===== src/hdl/chull_pkg.sv =====
// Shared constants and control types for the monotone chain hull block.
package chull_pkg;

    localparam int MAX_POINTS_DEF = 32;
    localparam int COORD_W        = 32;
    localparam int POINT_W        = 2 * COORD_W;

    // Store write data select codes
    localparam logic [1:0] WSEL_IN    = 2'd0;
    localparam logic [1:0] WSEL_RDATA = 2'd1;
    localparam logic [1:0] WSEL_KEY   = 2'd2;

    typedef struct packed {
        logic       st_we;      // write point store
        logic [1:0] st_wsel;    // point store write data select
        logic       st_re;      // read point store
        logic       sk_we;      // push b onto hull stack memory
        logic       sk_re;      // read hull stack memory
        logic       ld_key;     // latch sort key from store read data
        logic       ld_b;       // latch candidate point from store read data
        logic       ld_o;       // latch stack point and form differences
        logic       mul_p;      // first cross product term
        logic       mul_q;      // second cross product term
        logic       pop;        // top takes the latched stack point
        logic       push;       // top takes the candidate point
        logic       out_load;   // load result register
        logic       out_stack;  // result comes from stack memory
        logic       out_last;   // final vertex of the set
        logic       out_ovf;    // points were dropped in this set
    } cmd_t;

    typedef struct packed {
        logic less;      // sort key below store read data
        logic turn_le;   // cross product zero or negative
        logic out_busy;  // result register stays occupied
    } stat_t;

endpackage


===== src/hdl/chull_ctrl.sv =====
// Controller: load, insertion sort, hull passes and emission sequencing.
module chull_ctrl #(
    parameter int MAX_POINTS = chull_pkg::MAX_POINTS_DEF
) (
    input  logic                              clk,
    input  logic                              rst_n,
    input  logic                              in_valid,
    input  logic                              is_last,
    output logic                              in_stall,
    input  chull_pkg::stat_t                  stat,
    output chull_pkg::cmd_t                   cmd,
    output logic [$clog2(MAX_POINTS)-1:0]     st_waddr,
    output logic [$clog2(MAX_POINTS)-1:0]     st_raddr,
    output logic [$clog2(MAX_POINTS+1)-1:0]   sk_waddr,
    output logic [$clog2(MAX_POINTS+1)-1:0]   sk_raddr
);
    import chull_pkg::*;

    localparam int AW = $clog2(MAX_POINTS);
    localparam int SW = $clog2(MAX_POINTS + 1);
    localparam int CW = $clog2(MAX_POINTS + 1);
    localparam int DW = $clog2(MAX_POINTS + 2);

    localparam logic [3:0] S_LOAD      = 4'd0;
    localparam logic [3:0] S_SORT_KEY  = 4'd1;
    localparam logic [3:0] S_SORT_KEYW = 4'd2;
    localparam logic [3:0] S_SORT_RD   = 4'd3;
    localparam logic [3:0] S_SORT_CMP  = 4'd4;
    localparam logic [3:0] S_SORT_PUT  = 4'd5;
    localparam logic [3:0] S_H_RDB     = 4'd6;
    localparam logic [3:0] S_H_LDB     = 4'd7;
    localparam logic [3:0] S_H_CHK     = 4'd8;
    localparam logic [3:0] S_H_LDO     = 4'd9;
    localparam logic [3:0] S_H_MP      = 4'd10;
    localparam logic [3:0] S_H_MQ      = 4'd11;
    localparam logic [3:0] S_H_DEC     = 4'd12;
    localparam logic [3:0] S_H_PUSH    = 4'd13;
    localparam logic [3:0] S_EM_RD     = 4'd14;
    localparam logic [3:0] S_EM_WR     = 4'd15;

    logic [3:0]    state_reg, state_next;
    logic [CW-1:0] count_reg, count_next;
    logic          drop_reg, drop_next;
    logic [CW-1:0] i_reg, i_next;
    logic [CW-1:0] j_reg, j_next;
    logic [DW-1:0] depth_reg, depth_next;
    logic [DW-1:0] lower_reg, lower_next;
    logic          upper_reg, upper_next;
    logic          echo_reg, echo_next;
    logic [DW-1:0] k_reg, k_next;

    logic          accept;
    logic          full;
    logic [CW-1:0] n_new;
    logic          chk_ok;
    logic [DW-1:0] em_limit;
    logic          em_last;

    assign in_stall = (state_reg != S_LOAD);
    assign accept   = in_valid && (state_reg == S_LOAD);
    assign full     = (count_reg == CW'(MAX_POINTS));
    assign n_new    = full ? count_reg : count_reg + 1'b1;
    assign chk_ok   = upper_reg ? (depth_reg > lower_reg) : (depth_reg >= DW'(2));
    assign em_limit = echo_reg ? DW'(count_reg) : depth_reg;
    assign em_last  = ((k_reg + 1'b1) == em_limit);

    // Next state and command decode
    always_comb
    begin
        state_next = state_reg;
        count_next = count_reg;
        drop_next  = drop_reg;
        i_next     = i_reg;
        j_next     = j_reg;
        depth_next = depth_reg;
        lower_next = lower_reg;
        upper_next = upper_reg;
        echo_next  = echo_reg;
        k_next     = k_reg;
        cmd        = '0;
        st_waddr   = '0;
        st_raddr   = '0;
        sk_waddr   = depth_reg[SW-1:0];
        sk_raddr   = '0;

        case (state_reg)
            S_LOAD:
            begin
                if (accept)
                begin
                    // Store the point unless the store is full
                    if (full)
                    begin
                        drop_next = 1'b1;
                    end
                    else
                    begin
                        cmd.st_we    = 1'b1;
                        cmd.st_wsel  = WSEL_IN;
                        st_waddr     = count_reg[AW-1:0];
                    end
                    count_next = n_new;
                    if (is_last)
                    begin
                        k_next = '0;
                        if (n_new < CW'(3))
                        begin
                            echo_next  = 1'b1;
                            state_next = S_EM_RD;
                        end
                        else
                        begin
                            echo_next  = 1'b0;
                            i_next     = CW'(1);
                            state_next = S_SORT_KEY;
                        end
                    end
                end
            end

            S_SORT_KEY:
            begin
                if (i_reg == count_reg)
                begin
                    // Sorted: start the lower hull
                    depth_next = '0;
                    i_next     = '0;
                    upper_next = 1'b0;
                    state_next = S_H_RDB;
                end
                else
                begin
                    cmd.st_re  = 1'b1;
                    st_raddr   = i_reg[AW-1:0];
                    j_next     = i_reg;
                    state_next = S_SORT_KEYW;
                end
            end

            S_SORT_KEYW:
            begin
                cmd.ld_key = 1'b1;
                state_next = S_SORT_RD;
            end

            S_SORT_RD:
            begin
                cmd.st_re  = 1'b1;
                st_raddr   = AW'(j_reg - 1'b1);
                state_next = S_SORT_CMP;
            end

            S_SORT_CMP:
            begin
                if (stat.less)
                begin
                    // Shift the larger point up one slot
                    cmd.st_we   = 1'b1;
                    cmd.st_wsel = WSEL_RDATA;
                    st_waddr    = j_reg[AW-1:0];
                    j_next      = j_reg - 1'b1;
                    state_next  = (j_reg == CW'(1)) ? S_SORT_PUT : S_SORT_RD;
                end
                else
                begin
                    state_next = S_SORT_PUT;
                end
            end

            S_SORT_PUT:
            begin
                cmd.st_we   = 1'b1;
                cmd.st_wsel = WSEL_KEY;
                st_waddr    = j_reg[AW-1:0];
                i_next      = i_reg + 1'b1;
                state_next  = S_SORT_KEY;
            end

            S_H_RDB:
            begin
                cmd.st_re  = 1'b1;
                st_raddr   = i_reg[AW-1:0];
                state_next = S_H_LDB;
            end

            S_H_LDB:
            begin
                cmd.ld_b   = 1'b1;
                state_next = S_H_CHK;
            end

            S_H_CHK:
            begin
                if (chk_ok)
                begin
                    cmd.sk_re  = 1'b1;
                    sk_raddr   = SW'(depth_reg - DW'(2));
                    state_next = S_H_LDO;
                end
                else
                begin
                    state_next = S_H_PUSH;
                end
            end

            S_H_LDO:
            begin
                cmd.ld_o   = 1'b1;
                state_next = S_H_MP;
            end

            S_H_MP:
            begin
                cmd.mul_p  = 1'b1;
                state_next = S_H_MQ;
            end

            S_H_MQ:
            begin
                cmd.mul_q  = 1'b1;
                state_next = S_H_DEC;
            end

            S_H_DEC:
            begin
                if (stat.turn_le)
                begin
                    // Drop the top vertex and test again
                    cmd.pop    = 1'b1;
                    depth_next = depth_reg - 1'b1;
                    state_next = S_H_CHK;
                end
                else
                begin
                    state_next = S_H_PUSH;
                end
            end

            S_H_PUSH:
            begin
                cmd.sk_we  = 1'b1;
                cmd.push   = 1'b1;
                depth_next = depth_reg + 1'b1;
                state_next = S_H_RDB;
                if (!upper_reg)
                begin
                    if ((i_reg + 1'b1) == count_reg)
                    begin
                        // Lower hull done: walk back for the upper hull
                        lower_next = depth_reg + 1'b1;
                        upper_next = 1'b1;
                        i_next     = count_reg - CW'(2);
                    end
                    else
                    begin
                        i_next = i_reg + 1'b1;
                    end
                end
                else if (i_reg == '0)
                begin
                    k_next     = '0;
                    state_next = S_EM_RD;
                end
                else
                begin
                    i_next = i_reg - 1'b1;
                end
            end

            S_EM_RD:
            begin
                if (!stat.out_busy)
                begin
                    cmd.st_re  = echo_reg;
                    cmd.sk_re  = !echo_reg;
                    st_raddr   = k_reg[AW-1:0];
                    sk_raddr   = k_reg[SW-1:0];
                    state_next = S_EM_WR;
                end
            end

            S_EM_WR:
            begin
                cmd.out_load  = 1'b1;
                cmd.out_stack = !echo_reg;
                cmd.out_last  = em_last;
                cmd.out_ovf   = drop_reg;
                k_next        = k_reg + 1'b1;
                if (em_last)
                begin
                    count_next = '0;
                    drop_next  = 1'b0;
                    depth_next = '0;
                    state_next = S_LOAD;
                end
                else
                begin
                    state_next = S_EM_RD;
                end
            end

            default:
            begin
                state_next = S_LOAD;
            end
        endcase
    end

    // Control registers
    always_ff @(posedge clk or negedge rst_n)
    begin
        if (!rst_n)
        begin
            state_reg <= S_LOAD;
            count_reg <= '0;
            drop_reg  <= 1'b0;
            i_reg     <= '0;
            j_reg     <= '0;
            depth_reg <= '0;
            lower_reg <= '0;
            upper_reg <= 1'b0;
            echo_reg  <= 1'b0;
            k_reg     <= '0;
        end
        else
        begin
            state_reg <= state_next;
            count_reg <= count_next;
            drop_reg  <= drop_next;
            i_reg     <= i_next;
            j_reg     <= j_next;
            depth_reg <= depth_next;
            lower_reg <= lower_next;
            upper_reg <= upper_next;
            echo_reg  <= echo_next;
            k_reg     <= k_next;
        end
    end

endmodule


===== config.mk =====
export PLATFORM = sky130hd
export DESIGN_NAME = chull_ctrl
export DESIGN_NICKNAME = d
export VERILOG_FILES = /design/src/hdl/chull_pkg.sv /design/src/hdl/chull_ctrl.sv
export SDC_FILE = /design/constraint.sdc
export NUM_CORES = 1
export LEC_CHECK = 0
export ABC_AREA = 1
export BUFFER_PORTS_ARGS = -buffer_cell sky130_fd_sc_hd__buf_4
export CORE_MARGIN = 1.5
export CORE_UTILIZATION = 45
export CTS_BUF_LIST = sky130_fd_sc_hd__clkbuf_16
export DETAILED_ROUTE_END_ITERATION = 6
export GPL_TIMING_DRIVEN = 0
export PLACE_DENSITY = 0.66
export SLEW_MARGIN = 15
export SYNTH_ARGS = -nofsm -noshare
export SYNTH_HDL_FRONTEND = slang
export SYNTH_SLANG_ARGS = --single-unit

===== constraint.sdc =====
create_clock -name clk -period 5.12 [get_ports clk]
set_input_delay 1.024 -clock clk [delete_from_list [all_inputs] [get_ports clk]]
set_output_delay 1.024 -clock clk [all_outputs]
set_load 0.005 [all_outputs]

==> run metrics, run 1 <==
Avg WL per Cell=15.6 µm; Final #Nets=692; Worst Max-Slew Pin Slew=0.650 ns; CTS tree=built; Setup crit start kind=register; crit path kind=register to output port; post-synth top area share=26.9%; setup violators final=0; max-cap violations=0; Critical Path Sink Type=output port; final setup TNS=0 ns; DR vias=4,259; Main synth FF type=dfrtp_1; Die Ht=97.3 µm; share of layout cells above drive strength 1=17.7%; PortBufs=46; core area=8680 µm²; Worst EP required=4.10 ns; CP cell instances=inv_1 > ha_1 > nor2_1 > o21ai_0 > nand3_1 > nand2_1 > nand2_1 > nand3_1 > o21ai_0 > buf_4; Seq/Total Area, Yosys=26.9%; period utilization=67.0%; Routed met3 length=814 µm; Syn Nets=639; Avg Cell Area, Syn=6.57 µm²; post-route ant nets=0; CTS Buf Count=5; Clock Latency Late Sink=0.29 ns; RSZ-0062 raised after global routing=no; Final Max Slew Viols=0; met2 wire length=5490 µm; slowest CP cell=dfrtp_1; vias in the first global route=3,902; CTS root buf=clkbuf_16; CTS max path bufs=2; First-pass DRT Iterations=6; Initial Util=46.1%; Post-Synthesis Cells=608; FF+latch count, synth=43; post-CTS setup buffer count=0; min Tclk post-route=3.43 ns; Distinct cells, synth=46; Hold/Removal Path Class=register to register; Synth-to-Final Area Change=16.7%; All-Layer GR Usage=26.3%; Rel. slew slack=56.5%; antenna diode count=0; FP Rows=34; Area contributors post-synth=dfrtp_1 27%, nand2_1 16%, ha_1 7.5%; clk slew on worst S/H paths=0.06 ns; die width=97.3 µm; post-synth top area cell=dfrtp_1; final non-filler cell total=770; Placed Cells=762; antenna violations before repair=0; Max IR drop VDD=262 µV; wire length on met1=5510 µm; DR iter-0 viols=312; DRC violations left=0; arrival time worst endpoint=2.40 ns; vias per inst=5.53; H-tree levels=2; routed wire length=12,000 µm; worst hold margin=0.480 ns; Sink Count=43; clk_skew=0.00784 ns; Post-synth EDFFs=0; first-pass GRT wire length=20,000 µm; pwr/cell area=592 nW/µm²; Hold Violations, Final=0; Post-Syn Area=4000 µm²; HPWL after DPL=9420 µm; Die ar.=9460 µm²; # hold bufs at CTS=0; LEAKAGE=2.39 nW; number of fill cells=908; # IOs=47; status=finished, final reports clean; total gr overflow=0; CP max FO=9; Top Metal Used=met4; Max Clock Freq=292 MHz; total power=2.76 mW; Ys Warns=0; Final Wtd Congestion=0.945; FFs w/ async S/R, synth=100%; largest net degree at the start of global routing=44; crit-path max cell delay=0.56 ns; CTS resizes=0
==> metal layers <==
layer  global-route usage, %  vias to the layer above
li1                        -                     2092
met1                    37.5                     1994
met2                    42.1                      157
met3                    3.53                       16
met4                    6.81                        0
met5                       0                        -
==> critical path, delay by kind of cell, from the launching register on <==
kind	cells	cell delay (ns)
compound gates	2	0.41
fa+ha+maj	1	0.24
buf+inv	2	0.38
flops	1	0.56
simple gates	5	0.52
==> area by class of cell <==
class	count	area [µm²]	share of cell area, %
Timing Repair Buffer	46	345	7.40
Tap cell	108	135	2.90
Sequential cell	43	1080	23.1
Buffer	14	88.8	1.90
Clock inverter	3	63.8	1.37
Clock buffer	5	125	2.68
Multi-Input combinational cell	468	2520	54.0
Inverter	83	313	6.70
==> metrics by stage <==
stage | cell area, µm² | worst slack, ns | util (%)
after CTS | 4670 | 1.73 | 53.8
after global placement | 4480 | 2.10 | 51.6
after global routing | 4670 | 1.53 | 53.8
final | 4670 | 1.69 | 53.8
after detailed placement | 4480 | 2.05 | 51.6
after floorplan | 4000 | 2.55 | -
==> Yosys cell counts, types with 4 or more instances <==
| cell type | number |
|---|---|
| o221ai_1 | 4 |
| inv_1 | 62 |
| nor2_2 | 5 |
| a21oi_2 | 6 |
| nor2_1 | 62 |
| o21ai_1 | 20 |
| nand4_1 | 8 |
| o31ai_1 | 4 |
| buf_2 | 6 |
| o21ai_0 | 26 |
| xor2_1 | 17 |
| ha_1 | 24 |
| o211ai_1 | 7 |
| inv_2 | 18 |
| nand3_1 | 53 |
| nand2_1 | 174 |
| dfrtp_1 | 43 |
| a21oi_1 | 13 |
| o22ai_1 | 9 |
| nand2_2 | 6 |
==> where the power goes <==
part           switching, mW  total [mW]  leakage, nW  internal [mW]
Combinational           1.08        1.72         1.73          0.639
Sequential             0.166       0.624        0.568          0.458
Clock                  0.146       0.424       0.0952          0.278
==> logic make-up after synthesis <==
family                   Yosys count  synth area share (%)
AO/OA/AOI/OAI                     99                  15.3
flip-flops                        43                  26.9
XOR/XNOR                          18                  3.94
AND/OR/NAND/NOR                  327                  36.2
adder cells (fa/ha/maj)           24                  7.51
buffers and inverters             97                  10.0
==> cell usage in the layout, fill, tap and decap left out, types with 7 or more instances in the layout <==
master and n:
nand2_1 174, o21ai_1 20, dfrtp_1 43, ha_1 24, inv_2 18, inv_1 63, nand3_1 53, xor2_1 17
o21ai_0 26, o211ai_1 7, buf_4 49, nand4_1 8, a21oi_1 13, nor2_1 62, o22ai_1 9
==> path summary, 6_finish.rpt <==
path	cells past startpoint	slack (ns)	startpoint	endpoint
max in group asynchronous	1	3.98	rst_n	lower_reg[3]
min	2	0.48	lower_reg[2]	lower_reg[2]
max reg2reg	12	2.81	i_reg[1]	i_reg[4]
min in group asynchronous	1	0.72	rst_n	k_reg[5]
min reg2reg	2	0.48	lower_reg[2]	lower_reg[2]
max	10	1.69	sk_waddr[0]	sk_raddr[0]
No activity file was read; power rests on OpenSTA's default activity.
==> run 2: changes to the inputs <==
--- a/config.mk
+++ b/config.mk
@@ -12,7 +12,7 @@
 export CTS_BUF_LIST = sky130_fd_sc_hd__clkbuf_16
 export DETAILED_ROUTE_END_ITERATION = 6
 export GPL_TIMING_DRIVEN = 0
-export PLACE_DENSITY = 0.66
+export PLACE_DENSITY = 0.69
 export SLEW_MARGIN = 15
 export SYNTH_ARGS = -nofsm -noshare
 export SYNTH_HDL_FRONTEND = slang
==> constraint.sdc (replaced) <==
create_clock -name clk -period 3.1 [get_ports clk]
set_input_delay 0.62 -clock clk [delete_from_list [all_inputs] [get_ports clk]]
set_output_delay 0.62 -clock clk [all_outputs]
set_load 0.005 [all_outputs]
==> run 2 against run 1 <==
  * Register-to-register slack got worse by 1.9 ns
  * First-iteration DRC count shrank 11%
  * Non-clock buffer count is the same
  * Via count is essentially flat
  * Power grew 62%
  * Flip-flop and latch count is the same
  * Clock skew fell by 0.0027 ns
  * Sequential power increased by 65%
  * Final area down 0.54%
  * Die area unchanged
  * Clock-buffer cell count is the same
  * Critical path depth stayed put
  * Critical path type unchanged
  * Critical endpoint is now sk_raddr[1]
  * Largest power group unchanged
==> run metrics, run 2 (synthesized netlist as in run 1, its figures left out) <==
period utilization=96.0%; CTS root buf=clkbuf_16; DR vias=4,261 (+0.047%); total gr overflow=0 (unchanged); Final Wtd Congestion=0.977 (+3.3%); min Tclk post-route=2.97 ns; commonest non-fill, non-tap cell in the layout=nand2_1; antenna diode count=0 (unchanged); Worst EP required=2.48 ns (-1.62 ns); Final #Nets=692 (unchanged); worst r2r path cells=12 (unchanged); crit path kind=register to output port; Max IR drop VDD=448 µV (+71%); FP Rows=34 (unchanged); arrival time worst endpoint=2.35 ns (-0.05 ns); die width=97.3 µm (unchanged); Critical Path Sink Type=output port; reg2reg end=i_reg[5]; vias in the first global route=3,912 (+0.26%); number of fill cells=894 (-1.5%); CTS resizes=0 (unchanged); final setup TNS=0 ns (unchanged); Setup crit start kind=register; All-Layer GR Usage=25.2% (-1.1 points); area of the multi-input gates=2520 µm² (unchanged); core area=8680 µm² (unchanged); antenna violations before repair=0 (unchanged); CP max FO=9 (unchanged); routed wire length=11,700 µm (-2.5%); post-route ant nets=0 (unchanged); Hold Violations, Final=0 (unchanged); r2r setup slk=0.87 ns (-1.94 ns); CTS tree=built; LEAKAGE=2.38 nW (-0.58%); most frequent cells in the layout=174 x nand2_1, 62 x inv_1, 62 x nor2_1, 53 x nand3_1, 49 x buf_4; total power=4.49 mW (+62%); CTS Buf Count=5 (unchanged); PortBufs=46 (unchanged); largest net degree at the start of global routing=44 (unchanged); Sink Count=43 (unchanged); CTS max path bufs=2 (unchanged); Initial Util=46.1% (unchanged); H-tree levels=2 (unchanged); setup violators final=0 (unchanged); # IOs=47 (unchanged); Reg area=1080 µm² (unchanged); Final Max Slew Viols=0 (unchanged); DRC violations left=0 (unchanged); Synth-to-Final Area Change=16.1%; status=finished, final reports clean; pwr/cell area=967 nW/µm² (+63%); max-cap violations=0 (unchanged); DR iter-0 viols=279 (-11%); HPWL after DPL=9190 µm (-2.4%); # hold bufs at CTS=0 (unchanged); Die Ht=97.3 µm (unchanged); clk slew on worst S/H paths=0.06 ns (about the same); first-pass GRT wire length=19,400 µm (-2.9%); First-pass DRT Iterations=5 (-1); Avg WL per Cell=15.2 µm (-2.5%); Die ar.=9460 µm² (unchanged); Hold/Removal Path Class=input pin to async pin; post-CTS setup buffer count=0 (unchanged); RSZ-0062 raised after global routing=no; share of layout cells above drive strength 1=17.7% (unchanged); Clock Latency Late Sink=0.28 ns (about the same); Max Clock Freq=336 MHz; clk_skew=0.00509 ns (-0.00275 ns); Worst Max-Slew Pin Slew=0.595 ns (-0.0546 ns); r2r startpoint=i_reg[1]; vias per inst=5.53 (about the same); Rel. slew slack=60.2% (+3.7 points)
-- run 2: changes by cell type in the layout (fill, tap and decap cells not counted) --
cell	previous run	this run
bufinv_16	2	1
clkinv_2	1	2
clkinv_1	2	3
inv_1	63	62
-- run 2: worst max-delay path by stage --
stage          cells past startpoint     endpoint         from
2_1_floorplan                      9  sk_raddr[0]  sk_waddr[5]
3_3_place_gp                      10  sk_raddr[0]  sk_waddr[0]
3_5_place_dp                      10  sk_raddr[0]  sk_waddr[0]
4_1_cts                           10  sk_raddr[0]  sk_waddr[0]
5_1_grt                           10  sk_raddr[0]  sk_waddr[2]
6_report                          10  sk_raddr[1]  sk_waddr[0]
-- run 2: final cells by class --
type	count	share of cell area, %
Clock buffer	5	2.70
Multi-Input combinational cell	468	54.3
Sequential cell	43	23.2
Clock inverter	3	0.836
Buffer	14	1.91
Tap cell	108	2.91
Inverter	83	6.74
Timing Repair Buffer	46	7.44
-- run 2: report_power, final --
group | total, mW | switching (mW) | leakage (nW) | internal (mW)
registers | 1.03 | 0.271 | 0.568 | 0.757
clock network | 0.594 | 0.218 | 0.0812 | 0.376
logic | 2.87 | 1.81 | 1.73 | 1.06
-- run 2: metal layers --
layer	global-route usage (%)	part of all wire, %	wire length [µm]	up-vias
li1	-	-	-	2083
met1	35.7	45	5270	1961
met2	39.2	44	5170	195
met3	3.09	8.0	935	22
met4	10.0	2.8	330	0
met5	0	0	0	-
-- run 2: worst max-delay path, stage by stage (launching register included) --
cell	delay, ns
dfrtp_1	0.55
inv_1	0.21
ha_1	0.24
nor2_1	0.09
o21ai_0	0.07
nand3_1	0.07
nand2_1	0.07
nand2_1	0.10
nand3_1	0.20
o21ai_0	0.31
buf_4	0.17
-- run 2: metrics by stage --
step                cell area [µm²]  setup WS, ns  hold WS, ns  std cells  utilization [%]
finish                         4640         0.125        0.315        770             53.5
global route                   4640      0.000718        0.379        770             53.5
CTS                            4640         0.163        0.347        770             53.5
detailed placement             4480         0.477        0.473        762             51.6
global placement               4480         0.487        0.469        762             51.6
floorplan                      4000         0.985        0.324        608                -
==> run 3: changes to the inputs <==
--- a/config.mk
+++ b/config.mk
@@ -12,7 +12,7 @@
 export CTS_BUF_LIST = sky130_fd_sc_hd__clkbuf_16
 export DETAILED_ROUTE_END_ITERATION = 6
 export GPL_TIMING_DRIVEN = 0
-export PLACE_DENSITY = 0.69
+export PLACE_DENSITY = 0.64
 export SLEW_MARGIN = 15
 export SYNTH_ARGS = -nofsm -noshare
 export SYNTH_HDL_FRONTEND = slang
==> run 3 against run 2 <==
  * Clock skew grew 0.0034 ns
  * First-iteration DRC count grew 21%
  * Clock-buffer cell count is the same
  * Global-route usage grew 0.97 points
  * Die area is the same
  * Via count shrank 2.7%
  * Routed wire length grew 3.0%
  * Critical path depth is the same
  * Flip-flop and latch count is the same
  * Critical path type unchanged
  * Largest cell class unchanged
  * Highest routed layer unchanged
==> run metrics, run 3 (synthesized netlist as in run 1, its figures left out) <==
Avg WL per Cell=15.7 µm (+3.0%); DRC violations left=0 (unchanged); CP cell instances=inv_1 > ha_1 > nor2_1 > o21ai_0 > nand3_1 > nand2_1 > nand2_1 > nand3_1 > o21ai_0 > buf_4; PortBufs=46 (unchanged); Comb power frac=63.8% (about the same); H-tree levels=2 (unchanged); CTS resizes=0 (unchanged); slowest CP cell=dfrtp_1; r2r startpoint=i_reg[1]; die width=97.3 µm (unchanged); worst r2r path cells=12 (unchanged); Hold/Removal Path Class=input pin to async pin; WP buf/inv=2 (unchanged); CTS root buf=clkbuf_16; Initial Util=46.1% (unchanged); Clock Latency Late Sink=0.29 ns (about the same); share of total power in sequential cells=22.8% (about the same); switch share=51.3% (+0.17 points); Final Wtd Congestion=0.969 (-0.77%); Max IR drop VDD=439 µV (-2.1%); number of fill cells=893 (-0.11%); Top delay family on crit path=flip-flops; First-pass DRT Iterations=5 (unchanged); Final #Nets=692 (unchanged); Hold Violations, Final=0 (unchanged); setup violators final=0 (unchanged); first-pass GRT wire length=19,800 µm (+2.0%); post-CTS setup buffer count=0 (unchanged); most frequent cells in the layout=174 x nand2_1, 62 x inv_1, 62 x nor2_1, 53 x nand3_1, 49 x buf_4; # IOs=47 (unchanged); Worst EP required=2.48 ns (about the same); # hold bufs at CTS=0 (unchanged); vias in the first global route=3,784 (-3.3%); core area=8680 µm² (unchanged); status=finished, final reports clean; clk_skew=0.00848 ns (+0.00339 ns); total gr overflow=0 (unchanged); Synth-to-Final Area Change=16.1% (unchanged); min Tclk post-route=2.90 ns (-0.0738 ns); final setup TNS=0 ns (unchanged); share of layout cells above drive strength 1=17.7% (unchanged); Reg area=1080 µm² (unchanged); largest net degree at the start of global routing=44 (unchanged); commonest non-fill, non-tap cell in the layout=nand2_1; crit-path max cell delay=0.55 ns (about the same); area of the multi-input gates=2520 µm² (unchanged); Critical Path Sink Type=output port; Final Max Slew Viols=0 (unchanged); CTS tree=built; P_int=2.19 mW (-0.16%); Setup crit start kind=register; routed wire length=12,100 µm (+3.0%); r2r setup slk=0.79 ns (-0.08 ns); CTS Buf Count=5 (unchanged); DP Worst Slack=0.490 ns (+0.0124 ns); Worst Max-Slew Pin Slew=0.624 ns (+0.0289 ns); All-Layer GR Usage=26.2% (+0.97 points); antenna diode count=0 (unchanged); crit path kind=register to output port; fin worst setup slack=0.199 ns (+0.0738 ns); clk slew on worst S/H paths=0.07 ns (about the same); vias per inst=5.39 (-2.7%); RSZ-0062 raised after global routing=no; period utilization=93.6% (-2.4 points); Clock Power Share=13.4% (+0.2 points); CP max FO=9 (unchanged); pwr/cell area=969 nW/µm² (+0.18%); Die Ht=97.3 µm (unchanged); LEAKAGE=2.38 nW (unchanged); antenna violations before repair=0 (unchanged); Max Clock Freq=345 MHz (+2.5%); CTS max path bufs=2 (unchanged); P_sw=2.31 mW (+0.50%); Die ar.=9460 µm² (unchanged); arrival time worst endpoint=2.28 ns (-0.07 ns); DR vias=4,148 (-2.7%); FP Rows=34 (unchanged); HPWL after DPL=9490 µm (+3.2%); post-route ant nets=0 (unchanged); reg2reg end=i_reg[2]; max-cap violations=0 (unchanged); Sink Count=43 (unchanged); Rel. slew slack=58.3% (-1.9 points); DR iter-0 viols=337 (+21%)
==> run 3: cell counts in the layout (fill, tap and decap cells not counted) <==
Identical to the previous run, type by type.
==> run 3: worst max-delay path by stage <==
stage / from / end / slack (ns) / cells after the start
after global placement: sk_waddr[0] / sk_raddr[0] / 0.49 / 10
after CTS: sk_waddr[0] / sk_raddr[0] / 0.17 / 10
after global routing: sk_waddr[0] / sk_raddr[0] / 0.0004 / 10
after detailed placement: sk_waddr[0] / sk_raddr[0] / 0.49 / 10
final: sk_waddr[0] / sk_raddr[0] / 0.20 / 10
after floorplan: sk_waddr[5] / sk_raddr[0] / 0.98 / 9
==> run 3: final cells by class <==
class                   count  area share, %
plain buffers              14           1.91
clock buffers               5           2.70
clock inverters             3          0.836
inverters                  83           6.74
multi-input cells         468           54.3
flip-flops and latches     43           23.2
well taps                 108           2.91
repair buffers             46           7.44
==> run 3: power groups by stage <==
stage / sequential, mW / clock, mW / combinational (mW)
CTS: 1.02 / 0.613 / 2.84
global route: 1.06 / 0.637 / 3.23
floorplan: 0.949 / 0 / 2.06
detailed placement: 1.03 / 0 / 2.83
global placement: 1.03 / 0 / 2.79
finish: 1.03 / 0.603 / 2.87
==> run 3: routing by layer <==
| layer | share of wire, % | GRT usage (%) | up-vias | wire (µm) |
|---|---|---|---|---|
| li1 | - | - | 2086 | - |
| met1 | 48 | 39.0 | 1879 | 5780 |
| met2 | 43 | 39.8 | 169 | 5230 |
| met3 | 7.0 | 3.24 | 14 | 843 |
| met4 | 1.7 | 7.47 | 0 | 202 |
| met5 | 0 | 0 | - | 0 |
==> run 3: stage by stage <==
stage,power (mW),utilization [%],hold slack (ns),cell area [µm²],cells
global placement,3.82,51.6,0.470,4480,762
detailed placement,3.85,51.6,0.473,4480,762
floorplan,3.01,-,0.324,4000,608
global route,4.93,53.5,0.384,4640,770
CTS,4.48,53.5,0.357,4640,770
finish,4.50,53.5,0.325,4640,770
